$ cat config.mk
export PLATFORM = sky130hd
export DESIGN_NAME = priority_round_robin_task_scheduler
export DESIGN_NICKNAME = d
export VERILOG_FILES = /design/src/hw/rtl/prts_pkg.sv /design/src/hw/rtl/prts_ctrl.sv /design/src/hw/rtl/prts_datapath.sv /design/src/hw/rtl/priority_round_robin_task_scheduler.sv
export SDC_FILE = /design/constraint.sdc
export NUM_CORES = 2
export LEC_CHECK = 0
export ABC_AREA = 1
export BUFFER_PORTS_ARGS = -buffer_cell sky130_fd_sc_hd__buf_2
export CAP_MARGIN = 20
export CELL_PAD_IN_SITES_DETAIL_PLACEMENT = 1
export CELL_PAD_IN_SITES_GLOBAL_PLACEMENT = 2
export CORE_MARGIN = 8
export CORE_UTILIZATION = 45
export DETAILED_ROUTE_END_ITERATION = 10
export PLACE_DENSITY = 0.95
export SETUP_SLACK_MARGIN = 0.3
export SLEW_MARGIN = 20
export SYNTH_ARGS = -nofsm -noshare
export SYNTH_HDL_FRONTEND = slang
export SYNTH_SLANG_ARGS = --single-unit
$ cat constraint.sdc
create_clock -name aclk -period 12.8 [get_ports aclk]
set_input_delay 1.92 -clock aclk [delete_from_list [all_inputs] [get_ports aclk]]
set_output_delay 1.92 -clock aclk [all_outputs]
set_load 0.02 [all_outputs]
$ cat src/hw/rtl/prts_pkg.sv
// Shared types and codes for the priority round robin task scheduler.
// Used by prts_ctrl, prts_datapath and the top level; depends on nothing.
package prts_pkg;

    localparam logic [3:0] ACT_CREATE    = 4'd0;
    localparam logic [3:0] ACT_SET_PRIO  = 4'd1;
    localparam logic [3:0] ACT_RESTORE   = 4'd2;
    localparam logic [3:0] ACT_SET_SLICE = 4'd3;
    localparam logic [3:0] ACT_MODE      = 4'd4;
    localparam logic [3:0] ACT_WAKE      = 4'd5;
    localparam logic [3:0] ACT_BLOCK     = 4'd6;
    localparam logic [3:0] ACT_SCHEDULE  = 4'd7;
    localparam logic [3:0] ACT_TICK      = 4'd8;
    localparam logic [3:0] ACT_QUERY     = 4'd9;

    localparam logic [1:0] STS_OK        = 2'd0;
    localparam logic [1:0] STS_BAD_PRIO  = 2'd1;
    localparam logic [1:0] STS_FULL      = 2'd2;
    localparam logic [1:0] STS_WRONG     = 2'd3;

    localparam logic [1:0] SLOT_FREE     = 2'd0;
    localparam logic [1:0] SLOT_READY    = 2'd1;
    localparam logic [1:0] SLOT_RUN      = 2'd2;
    localparam logic [1:0] SLOT_WAIT     = 2'd3;

    localparam logic [4:0] FLOOR_RESET   = 5'd8;

    // Commands from the controller to the datapath.
    typedef struct packed {
        logic latch;
        logic eval;
        logic deq;
        logic enq;
        logic disp;
        logic finish;
    } dp_cmd_t;

    // Status from the datapath to the controller.
    typedef struct packed {
        logic out_busy;
    } dp_status_t;

endpackage

$ cat src/hw/rtl/prts_ctrl.sv
// Sequencing state machine of the task scheduler.
// Depends on prts_pkg for the command and status structs.
module prts_ctrl
    import prts_pkg::*;
(
    input  logic       aclk,
    input  logic       aresetn,
    input  logic       s_valid,
    output logic       s_ready,
    input  dp_status_t sts,
    output dp_cmd_t    cmd
);

    typedef enum logic [5:0] {
        ST_IDLE = 6'b000001,
        ST_EVAL = 6'b000010,
        ST_DEQ  = 6'b000100,
        ST_ENQ  = 6'b001000,
        ST_DISP = 6'b010000,
        ST_DONE = 6'b100000
    } ctrl_state_t;

    ctrl_state_t state_reg, state_next;

    always_ff @(posedge aclk) begin
        if (!aresetn) begin
            state_reg <= ST_IDLE;
        end else begin
            state_reg <= state_next;
        end
    end

    always_comb begin
        cmd        = '0;
        state_next = state_reg;
        s_ready    = 1'b0;
        unique case (state_reg)
            ST_IDLE: begin
                s_ready   = 1'b1;
                cmd.latch = s_valid;
                if (s_valid) begin
                    state_next = ST_EVAL;
                end
            end
            ST_EVAL: begin
                cmd.eval   = 1'b1;
                state_next = ST_DEQ;
            end
            ST_DEQ: begin
                cmd.deq    = 1'b1;
                state_next = ST_ENQ;
            end
            ST_ENQ: begin
                cmd.enq    = 1'b1;
                state_next = ST_DISP;
            end
            ST_DISP: begin
                cmd.disp   = 1'b1;
                state_next = ST_DONE;
            end
            ST_DONE: begin
                if (!sts.out_busy) begin
                    cmd.finish = 1'b1;
                    state_next = ST_IDLE;
                end
            end
            default: begin
                state_next = ST_IDLE;
            end
        endcase
    end

endmodule

$ cat src/hw/rtl/prts_datapath.sv
// Task table, ready lists and result register of the task scheduler.
// Depends on prts_pkg; driven by prts_ctrl through dp_cmd_t.
module prts_datapath
    import prts_pkg::*;
#(
    parameter int TASK_SLOTS  = 16,
    parameter int PRIO_LEVELS = 32
) (
    input  logic        aclk,
    input  logic        aresetn,
    input  logic        cfg_we,
    input  logic [4:0]  cfg_wdata,
    input  logic [3:0]  in_action,
    input  logic [3:0]  in_task_id,
    input  logic        in_use_current,
    input  logic [4:0]  in_new_priority,
    input  logic [15:0] in_slice_value,
    input  logic        in_non_preemptive,
    input  logic        in_force_req,
    input  dp_cmd_t     cmd,
    output dp_status_t  sts,
    output logic        m_valid,
    input  logic        m_ready,
    output logic [1:0]  m_status,
    output logic [3:0]  m_running_task,
    output logic        m_running_valid,
    output logic        m_switched,
    output logic [3:0]  m_created_task,
    output logic [4:0]  m_read_priority,
    output logic [15:0] m_read_slice_left,
    output logic        m_read_non_preemptive,
    output logic [4:0]  m_ready_total
);

    localparam int SW = (TASK_SLOTS > 1) ? $clog2(TASK_SLOTS) : 1;
    localparam int PW = (PRIO_LEVELS > 1) ? $clog2(PRIO_LEVELS) : 1;
    localparam int CW = $clog2(TASK_SLOTS + 1);

    // Latched transaction.
    logic [3:0]  act_reg;
    logic [3:0]  tid_reg;
    logic        usecur_reg;
    logic [4:0]  prio_reg;
    logic [15:0] slice_reg;
    logic        np_reg;
    logic        force_reg;

    // Task table.
    logic [1:0]  slot_state_reg [TASK_SLOTS];
    logic [PW-1:0] base_prio_reg [TASK_SLOTS];
    logic [PW-1:0] dyn_prio_reg  [TASK_SLOTS];
    logic [15:0] reload_reg [TASK_SLOTS];
    logic [15:0] left_reg   [TASK_SLOTS];
    logic        keeps_reg  [TASK_SLOTS];
    logic [SW-1:0] next_link_reg [TASK_SLOTS];
    logic [SW-1:0] prev_link_reg [TASK_SLOTS];
    logic [SW-1:0] head_reg [PRIO_LEVELS];
    logic [PRIO_LEVELS-1:0] nonempty_reg;
    logic [SW-1:0] cur_reg;
    logic        cur_valid_reg;
    logic [CW-1:0] cnt_reg;
    logic [4:0]  floor_reg;

    // Plan for the list steps.
    logic        deq_reg, enq_reg, disp_reg;
    logic [SW-1:0] deq_t_reg, enq_t_reg, disp_t_reg;
    logic [PW-1:0] enq_p_reg;

    // Result fields held until the final step.
    logic [1:0]  res_status_reg;
    logic        res_switched_reg;
    logic [SW-1:0] res_created_reg;
    logic [PW-1:0] res_rprio_reg;
    logic [15:0] res_rslice_reg;
    logic        res_rnp_reg;

    logic        out_valid_reg, out_valid_next;
    logic [1:0]  out_status_reg;
    logic [3:0]  out_run_reg;
    logic        out_run_valid_reg;
    logic        out_switched_reg;
    logic [3:0]  out_created_reg;
    logic [4:0]  out_rprio_reg;
    logic [15:0] out_rslice_reg;
    logic        out_rnp_reg;
    logic [4:0]  out_total_reg;

    // Addressing.
    logic [SW-1:0] t_idx;
    logic        addr_ok, prio_ok;
    logic [PW-1:0] prio_idx;

    always_comb begin
        t_idx    = usecur_reg ? cur_reg : SW'(tid_reg);
        addr_ok  = (usecur_reg ? cur_valid_reg : (32'(tid_reg) < TASK_SLOTS))
                   && (slot_state_reg[t_idx] != SLOT_FREE);
        prio_ok  = 32'(prio_reg) < PRIO_LEVELS;
        prio_idx = PW'(prio_reg);
    end

    // Lowest free slot and most urgent nonempty level.
    logic        free_found, lvl_found;
    logic [SW-1:0] free_idx;
    logic [PW-1:0] lvl_idx;

    always_comb begin
        free_found = 1'b0;
        free_idx   = '0;
        for (int i = TASK_SLOTS - 1; i >= 0; i--) begin
            if (slot_state_reg[i] == SLOT_FREE) begin
                free_found = 1'b1;
                free_idx   = SW'(i);
            end
        end
        lvl_found = 1'b0;
        lvl_idx   = '0;
        for (int i = PRIO_LEVELS - 1; i >= 0; i--) begin
            if (nonempty_reg[i]) begin
                lvl_found = 1'b1;
                lvl_idx   = PW'(i);
            end
        end
    end

    // Decision for the latched transaction.
    logic [SW-1:0] best;
    logic        ev_deq, ev_enq, ev_disp, ev_sw;
    logic [SW-1:0] ev_deq_t, ev_enq_t;
    logic [PW-1:0] ev_enq_p, ev_new_p, ev_rprio;
    logic [1:0]  ev_status;
    logic [SW-1:0] ev_created;
    logic [15:0] ev_rslice;
    logic        ev_rnp;
    logic        do_create, do_dyn, do_slice, do_keeps, do_block, do_reload, do_dec;
    logic        change;
    logic        more_urgent, same_level;

    always_comb begin
        best       = head_reg[lvl_idx];
        ev_deq     = 1'b0;
        ev_enq     = 1'b0;
        ev_disp    = 1'b0;
        ev_sw      = 1'b0;
        ev_deq_t   = t_idx;
        ev_enq_t   = t_idx;
        ev_enq_p   = dyn_prio_reg[t_idx];
        ev_new_p   = prio_idx;
        ev_status  = STS_OK;
        ev_created = '0;
        ev_rprio   = '0;
        ev_rslice  = '0;
        ev_rnp     = 1'b0;
        do_create  = 1'b0;
        do_dyn     = 1'b0;
        do_slice   = 1'b0;
        do_keeps   = 1'b0;
        do_block   = 1'b0;
        do_reload  = 1'b0;
        do_dec     = 1'b0;
        change     = 1'b0;
        more_urgent = dyn_prio_reg[best] < dyn_prio_reg[cur_reg];
        same_level  = dyn_prio_reg[best] == dyn_prio_reg[cur_reg];
        unique case (act_reg)
            ACT_CREATE: begin
                if (!prio_ok) begin
                    ev_status = STS_BAD_PRIO;
                end else if (!free_found) begin
                    ev_status = STS_FULL;
                end else begin
                    do_create  = 1'b1;
                    ev_enq     = 1'b1;
                    ev_enq_t   = free_idx;
                    ev_enq_p   = prio_idx;
                    ev_created = free_idx;
                end
            end
            ACT_SET_PRIO: begin
                if (prio_reg < floor_reg || !prio_ok) begin
                    ev_status = STS_BAD_PRIO;
                end else if (!addr_ok) begin
                    ev_status = STS_WRONG;
                end else begin
                    change = 1'b1;
                end
            end
            ACT_RESTORE: begin
                ev_new_p = base_prio_reg[t_idx];
                if (!addr_ok) begin
                    ev_status = STS_WRONG;
                end else begin
                    change = 1'b1;
                end
            end
            ACT_SET_SLICE: begin
                if (!addr_ok) begin
                    ev_status = STS_WRONG;
                end else begin
                    do_slice = 1'b1;
                end
            end
            ACT_MODE: begin
                if (!addr_ok) begin
                    ev_status = STS_WRONG;
                end else begin
                    do_keeps = 1'b1;
                end
            end
            ACT_WAKE: begin
                if (!addr_ok || slot_state_reg[t_idx] != SLOT_WAIT) begin
                    ev_status = STS_WRONG;
                end else begin
                    ev_enq = 1'b1;
                end
            end
            ACT_BLOCK: begin
                if (!cur_valid_reg) begin
                    ev_status = STS_WRONG;
                end else begin
                    do_block = 1'b1;
                end
            end
            ACT_SCHEDULE: begin
                if (lvl_found) begin
                    if (!cur_valid_reg) begin
                        ev_disp = 1'b1;
                        ev_sw   = 1'b1;
                    end else if (force_reg || (!keeps_reg[cur_reg] && (more_urgent
                                 || (left_reg[cur_reg] == 16'd0 && same_level)))) begin
                        // The running task goes back to the tail of its level first.
                        do_reload = !force_reg && !more_urgent;
                        ev_enq    = 1'b1;
                        ev_enq_t  = cur_reg;
                        ev_enq_p  = dyn_prio_reg[cur_reg];
                        ev_disp   = 1'b1;
                        ev_sw     = 1'b1;
                    end
                end
            end
            ACT_TICK: begin
                do_dec = cur_valid_reg && (left_reg[cur_reg] != 16'd0);
            end
            ACT_QUERY: begin
                if (!addr_ok) begin
                    ev_status = STS_WRONG;
                end else begin
                    ev_rprio  = dyn_prio_reg[t_idx];
                    ev_rslice = left_reg[t_idx];
                    ev_rnp    = keeps_reg[t_idx];
                end
            end
            default: begin
            end
        endcase
        // A ready task changes level by unlinking and relinking.
        if (change) begin
            if (slot_state_reg[t_idx] == SLOT_READY) begin
                ev_deq   = 1'b1;
                ev_enq   = 1'b1;
                ev_enq_p = ev_new_p;
            end else begin
                do_dyn = 1'b1;
            end
        end
    end

    // Unlink and link steps.
    logic        u_act, e_act;
    logic [SW-1:0] u_t, u_n, u_pr, e_h, e_tail;
    logic [PW-1:0] u_p;
    logic        e_ne;

    always_comb begin
        u_act  = (cmd.deq && deq_reg) || (cmd.disp && disp_reg);
        u_t    = cmd.disp ? disp_t_reg : deq_t_reg;
        u_p    = dyn_prio_reg[u_t];
        u_n    = next_link_reg[u_t];
        u_pr   = prev_link_reg[u_t];
        e_act  = cmd.enq && enq_reg;
        e_ne   = nonempty_reg[enq_p_reg];
        e_h    = head_reg[enq_p_reg];
        e_tail = prev_link_reg[e_h];
    end

    // Control state with reset.
    always_ff @(posedge aclk) begin
        if (!aresetn) begin
            for (int i = 0; i < TASK_SLOTS; i++) begin
                slot_state_reg[i] <= SLOT_FREE;
            end
            nonempty_reg  <= '0;
            cur_reg       <= '0;
            cur_valid_reg <= 1'b0;
            cnt_reg       <= '0;
            floor_reg     <= FLOOR_RESET;
            deq_reg       <= 1'b0;
            enq_reg       <= 1'b0;
            disp_reg      <= 1'b0;
            out_valid_reg <= 1'b0;
        end else begin
            out_valid_reg <= out_valid_next;
            if (cfg_we) begin
                floor_reg <= cfg_wdata;
            end
            if (cmd.eval) begin
                deq_reg  <= ev_deq;
                enq_reg  <= ev_enq;
                disp_reg <= ev_disp;
                if (do_block) begin
                    slot_state_reg[cur_reg] <= SLOT_WAIT;
                    cur_valid_reg           <= 1'b0;
                end
            end
            if (u_act) begin
                if (u_n == u_t) begin
                    nonempty_reg[u_p] <= 1'b0;
                end
                if (cnt_reg != '0) begin
                    cnt_reg <= cnt_reg - 1'b1;
                end
                if (cmd.disp) begin
                    slot_state_reg[u_t] <= SLOT_RUN;
                    cur_reg             <= u_t;
                    cur_valid_reg       <= 1'b1;
                end
            end
            if (e_act) begin
                nonempty_reg[enq_p_reg]   <= 1'b1;
                slot_state_reg[enq_t_reg] <= SLOT_READY;
                cnt_reg                   <= cnt_reg + 1'b1;
            end
        end
    end

    // Payload storage without reset.
    always_ff @(posedge aclk) begin
        if (cmd.latch) begin
            act_reg    <= in_action;
            tid_reg    <= in_task_id;
            usecur_reg <= in_use_current;
            prio_reg   <= in_new_priority;
            slice_reg  <= in_slice_value;
            np_reg     <= in_non_preemptive;
            force_reg  <= in_force_req;
        end
        if (cmd.eval) begin
            deq_t_reg        <= ev_deq_t;
            enq_t_reg        <= ev_enq_t;
            enq_p_reg        <= ev_enq_p;
            disp_t_reg       <= best;
            res_status_reg   <= ev_status;
            res_switched_reg <= ev_sw;
            res_created_reg  <= ev_created;
            res_rprio_reg    <= ev_rprio;
            res_rslice_reg   <= ev_rslice;
            res_rnp_reg      <= ev_rnp;
            if (do_create) begin
                base_prio_reg[free_idx] <= prio_idx;
                reload_reg[free_idx]    <= slice_reg;
                left_reg[free_idx]      <= slice_reg;
                keeps_reg[free_idx]     <= 1'b0;
            end
            if (do_dyn) begin
                dyn_prio_reg[t_idx] <= ev_new_p;
            end
            if (do_slice) begin
                reload_reg[t_idx] <= slice_reg;
                left_reg[t_idx]   <= slice_reg;
            end
            if (do_keeps) begin
                keeps_reg[t_idx] <= np_reg;
            end
            if (do_reload) begin
                left_reg[cur_reg] <= reload_reg[cur_reg];
            end
            if (do_dec) begin
                left_reg[cur_reg] <= left_reg[cur_reg] - 16'd1;
            end
        end
        if (u_act && u_n != u_t) begin
            next_link_reg[u_pr] <= u_n;
            prev_link_reg[u_n]  <= u_pr;
            if (head_reg[u_p] == u_t) begin
                head_reg[u_p] <= u_n;
            end
        end
        if (e_act) begin
            dyn_prio_reg[enq_t_reg] <= enq_p_reg;
            if (e_ne) begin
                prev_link_reg[enq_t_reg] <= e_tail;
                next_link_reg[enq_t_reg] <= e_h;
                next_link_reg[e_tail]    <= enq_t_reg;
                prev_link_reg[e_h]       <= enq_t_reg;
            end else begin
                head_reg[enq_p_reg]      <= enq_t_reg;
                next_link_reg[enq_t_reg] <= enq_t_reg;
                prev_link_reg[enq_t_reg] <= enq_t_reg;
            end
        end
        if (cmd.finish) begin
            out_status_reg    <= res_status_reg;
            out_run_reg       <= cur_valid_reg ? 4'(cur_reg) : 4'd0;
            out_run_valid_reg <= cur_valid_reg;
            out_switched_reg  <= res_switched_reg;
            out_created_reg   <= 4'(res_created_reg);
            out_rprio_reg     <= 5'(res_rprio_reg);
            out_rslice_reg    <= res_rslice_reg;
            out_rnp_reg       <= res_rnp_reg;
            out_total_reg     <= 5'(cnt_reg);
        end
    end

    always_comb begin
        out_valid_next = cmd.finish ? 1'b1 : (m_ready ? 1'b0 : out_valid_reg);
        sts.out_busy   = out_valid_reg && !m_ready;
    end

    assign m_valid               = out_valid_reg;
    assign m_status              = out_status_reg;
    assign m_running_task        = out_run_reg;
    assign m_running_valid       = out_run_valid_reg;
    assign m_switched            = out_switched_reg;
    assign m_created_task        = out_created_reg;
    assign m_read_priority       = out_rprio_reg;
    assign m_read_slice_left     = out_rslice_reg;
    assign m_read_non_preemptive = out_rnp_reg;
    assign m_ready_total         = out_total_reg;

endmodule

$ cat src/hw/rtl/priority_round_robin_task_scheduler.sv
// Top level of the priority round robin task scheduler.
// Instantiates prts_ctrl and prts_datapath; depends on prts_pkg.
//
//  channel  direction  handshake            contents
//  s_*      in         s_valid / s_ready    one scheduler request per transaction
//  m_*      out        m_valid / m_ready    one result per request
//  cfg_*    in         cfg_we (no wait)     kernel priority floor
//
// A request is latched at its accepting edge. The sequencer then decides, runs the
// unlink, link and dispatch steps on the ready lists, and loads the result register.
// The sequencer goes back to idle as the result is loaded, and a new request is
// accepted only in idle, so requests never overlap.
// Reset is synchronous and active low; it frees all slots and empties lists.
// A result waiting on m_ready holds the sequencer in its final step.
module priority_round_robin_task_scheduler
    import prts_pkg::*;
#(
    parameter int TASK_SLOTS  = 16,
    parameter int PRIO_LEVELS = 32
) (
    input  logic        aclk,
    input  logic        aresetn,
    input  logic        cfg_we,
    input  logic [4:0]  cfg_wdata,
    input  logic        s_valid,
    output logic        s_ready,
    input  logic [3:0]  s_action,
    input  logic [3:0]  s_task_id,
    input  logic        s_use_current,
    input  logic [4:0]  s_new_priority,
    input  logic [15:0] s_slice_value,
    input  logic        s_non_preemptive,
    input  logic        s_force_req,
    output logic        m_valid,
    input  logic        m_ready,
    output logic [1:0]  m_status,
    output logic [3:0]  m_running_task,
    output logic        m_running_valid,
    output logic        m_switched,
    output logic [3:0]  m_created_task,
    output logic [4:0]  m_read_priority,
    output logic [15:0] m_read_slice_left,
    output logic        m_read_non_preemptive,
    output logic [4:0]  m_ready_total
);

    // The controller and datapath talk only through these two structs.
    dp_cmd_t    cmd;
    dp_status_t sts;

    prts_ctrl u_ctrl (
        .aclk    (aclk),
        .aresetn (aresetn),
        .s_valid (s_valid),
        .s_ready (s_ready),
        .sts     (sts),
        .cmd     (cmd)
    );

    prts_datapath #(
        .TASK_SLOTS  (TASK_SLOTS),
        .PRIO_LEVELS (PRIO_LEVELS)
    ) u_datapath (
        .aclk                  (aclk),
        .aresetn               (aresetn),
        .cfg_we                (cfg_we),
        .cfg_wdata             (cfg_wdata),
        .in_action             (s_action),
        .in_task_id            (s_task_id),
        .in_use_current        (s_use_current),
        .in_new_priority       (s_new_priority),
        .in_slice_value        (s_slice_value),
        .in_non_preemptive     (s_non_preemptive),
        .in_force_req          (s_force_req),
        .cmd                   (cmd),
        .sts                   (sts),
        .m_valid               (m_valid),
        .m_ready               (m_ready),
        .m_status              (m_status),
        .m_running_task        (m_running_task),
        .m_running_valid       (m_running_valid),
        .m_switched            (m_switched),
        .m_created_task        (m_created_task),
        .m_read_priority       (m_read_priority),
        .m_read_slice_left     (m_read_slice_left),
        .m_read_non_preemptive (m_read_non_preemptive),
        .m_ready_total         (m_ready_total)
    );

endmodule

==> impl_metrics.py <==
metrics = {
    "cells_and_area": {
        "fill_cells": 14180,
        "ff_latch_area_um2": 34160,
        "layout_common_cells": "edfxtp_1, o21ai_0, nand2_1",
        "layout_commonest_cell": "edfxtp_1",
        "postLayoutCoreUtil_pct": 50.09,
        "multi_input_area_um2": 20180,
        "fin_cells": 7715,
        "fin_nets": 6000,
        "synthToLayoutAreaGrowth_pct": 10.63,
        "drive_gt1_share_pct": 8.113,
        "fin_area_um2": 63790,
    },
    "power_and_ir_drop": {
        "fin_total_pwr_mw": 8.747,
        "max-vdd-ir-drop_mv": 0.1498,
        "p_per_area_nw_per_um2": 137.1,
        "leakagePower_nw": 22.61,
    },
    "sta": {
        "finalSetupViolations": 0,
        "tns_ns": 0,
        "whs_ns": 0.4214,
        "worst_pin_slew_ns": 1.196,
        "layout_setup_ws_ns": 3.249,
        "drv_slew": 0,
        "layout_worst_path_cycle_share_pct": 74.62,
        "fmax_ghz": 0.1047,
        "finalClockSkew_ns": 0.04390,
        "max-slew-margin-rel_pct": 19.44,
        "fin_crit_ns": 9.551,
        "hold_violations": 0,
        "rsz0062_at_grt": "no",
    },
    "grt": {
        "grtUsageTotal_pct": 28.29,
        "grt_first_pass_wirelength_mm": 309.5,
        "grt_pass1_vias": 49620,
        "grt_max_degree": 156,
        "antenna_found_initial": 3,
        "grt_overflow_total": 0,
    },
    "floorplanning": {
        "core_area_um2": 127400,
        "io_pins": 83,
        "die-area_um2": 139900,
        "die_x_um": 374.0,
        "start_util_pct": 45.28,
        "num_rows": 131,
        "die_y_um": 374.0,
    },
    "routing": {
        "drt_iter0_drc": 5518,
        "vias": 49100,
        "vias_per_cell": 6.365,
        "drcViolationCount": 0,
        "wirelength_mm": 207.8,
        "first_pass_iters": 6,
        "post_drt_wl_per_cell_um": 26.94,
        "postRouteAntennaNets": 0,
    },
    "critical_path": {
        "end_kind": "flop",
        "worstPathMaxFanout": 67,
        "critPathKind": "reg2reg",
        "critPathRequiredTime_ns": 13.24,
        "crit_path_max_incr_delay_ns": 0.82,
        "arrival_ns": 9.99,
        "slowest_stage": "nor3_2",
        "cp-start-kind": "flop",
        "path_common_cell": "nand2_1",
    },
    "place": {
        "post-place-ws_ns": 3.450,
        "post_dp_cell_area_um2": 59610,
        "hpwl_mm": 134.5,
        "portBuffers": 82,
        "dp.cells": 7482,
        "gp_congestion": 0.9143,
    },
    "run": {
        "drv_cap": 0,
    },
    "logic_synthesis": {
        "ys_warn_count": 0,
        "synth_enable_flop_cells": 1093,
        "ys_types": 59,
        "ys_ff_latch": 1159,
        "yosys_most_used_dff": "edfxtp_1",
        "synth_cells": 6007,
        "yosysSeqAreaShare_pct": 59.21,
        "avgSynthCellArea_um2": 9.599,
        "netlist_area_um2": 57660,
        "syn_nets": 6063,
        "synthArstFlopShare_pct": 0,
    },
    "clocking": {
        "clkTransAtPathRegs_ns": 0.06,
        "cts_tree": "done",
        "cts-buffers-inserted": 120,
        "cts_root_buf": "clkbuf_16",
        "max-clock-path-buffers": 3,
        "cts_hold_buf": 0,
        "htree_levels": 3,
        "clock_sinks": 1159,
        "clock_latency_ns": 0.77,
        "post-cts-setup-buffers": 0,
        "ctsResizeCount": 0,
    },
    "status": {
        "status": "complete, no violations",
    },
    "worst_hold_path": {
        "min_path_type": "reg2reg",
    },
}
==> routing by layer <==
layer / up-vias / GRT usage (%) / wire length [um]
li1: 21500 / - / -
met4: 2 / 11.23 / 8839
met1: 24550 / 37.38 / 84010
met5: - / 0 / 44
met2: 2482 / 46.62 / 98260
met3: 565 / 4.646 / 16650
==> where the power goes <==
part	switching [mW]	internal [mW]	leakage, nW
registers	0.0463	4.22	10.4
logic	0.605	0.185	10.2
clock network	1.58	2.12	1.98
total	2.23	6.52	22.6
==> area by class of cell <==
cell class / instances / share of cell area (%)
antenna: 1 / 0.003923
tap: 1662 / 3.260
sequential: 1159 / 53.54
clock inverter: 85 / 1.479
multi-input combinational: 3945 / 31.63
clock buffer: 145 / 4.937
timing repair buffer: 196 / 2.048
inverter: 522 / 3.095
==> cell usage after synthesis, types with 12 or more instances <==
cell type / count / share of area, %
a31oi_1: 20 / 0.22
buf_6: 14 / 0.27
clkbuf_1: 240 / 1.6
o21ai_0: 892 / 7.7
nor2_1: 522 / 3.4
dfxtp_1: 66 / 2.3
nand3_1: 510 / 4.4
inv_1: 497 / 3.2
ha_1: 13 / 0.28
xor2_1: 12 / 0.18
buf_1: 48 / 0.31
o221ai_1: 85 / 1.3
a21oi_1: 470 / 4.1
buf_2: 65 / 0.56
a221oi_1: 17 / 0.26
nor3_1: 42 / 0.36
o21ai_1: 46 / 0.40
nand4_1: 26 / 0.28
inv_2: 16 / 0.10
edfxtp_1: 1093 / 57
nand2_1: 852 / 5.5
o22ai_1: 104 / 1.1
o211ai_1: 166 / 2.2
mux2i_1: 71 / 1.2
buf_4: 13 / 0.17
==> kinds of logic (layout without fill, tap and decap cells) <==
kind of cell | count (synthesis) | count (layout) | share of synthesized area, %
and+or+nand+nor | 1984 | 1984 | 14.53
AOI/OAI and AO/OA | 1856 | 1856 | 18.09
buffers and inverters | 903 | 948 | 6.318
xor gates and xnor gates | 20 | 20 | 0.3038
adders and majority gates | 14 | 14 | 0.3168
muxes | 71 | 71 | 1.232
DFF | 1159 | 1159 | 59.21
other | 0 | 1 | 0
==> final timing paths <==
kind | startpoint | end | slack, ns | cells after the start
hold reg to reg | u_datapath.res_rslice_reg[10] | u_datapath.m_read_slice_left[10] | 0.42 | 0
setup / recovery | u_datapath.nonempty_reg[30] | u_datapath.left_reg[13][2] | 3.25 | 62
setup reg to reg | u_datapath.nonempty_reg[30] | u_datapath.left_reg[13][2] | 3.25 | 62
hold / removal | u_datapath.res_rslice_reg[10] | u_datapath.m_read_slice_left[10] | 0.42 | 0
==> critical path: cells and delay by family (launching register included) <==
kind | cells | cell delay (ns)
compound gates | 4 | 0.76
fa+ha+maj | 1 | 0.25
buf+inv | 9 | 2.33
flops | 1 | 0.35
simple gates | 48 | 5.46
Power figures use the tool's default switching activity.
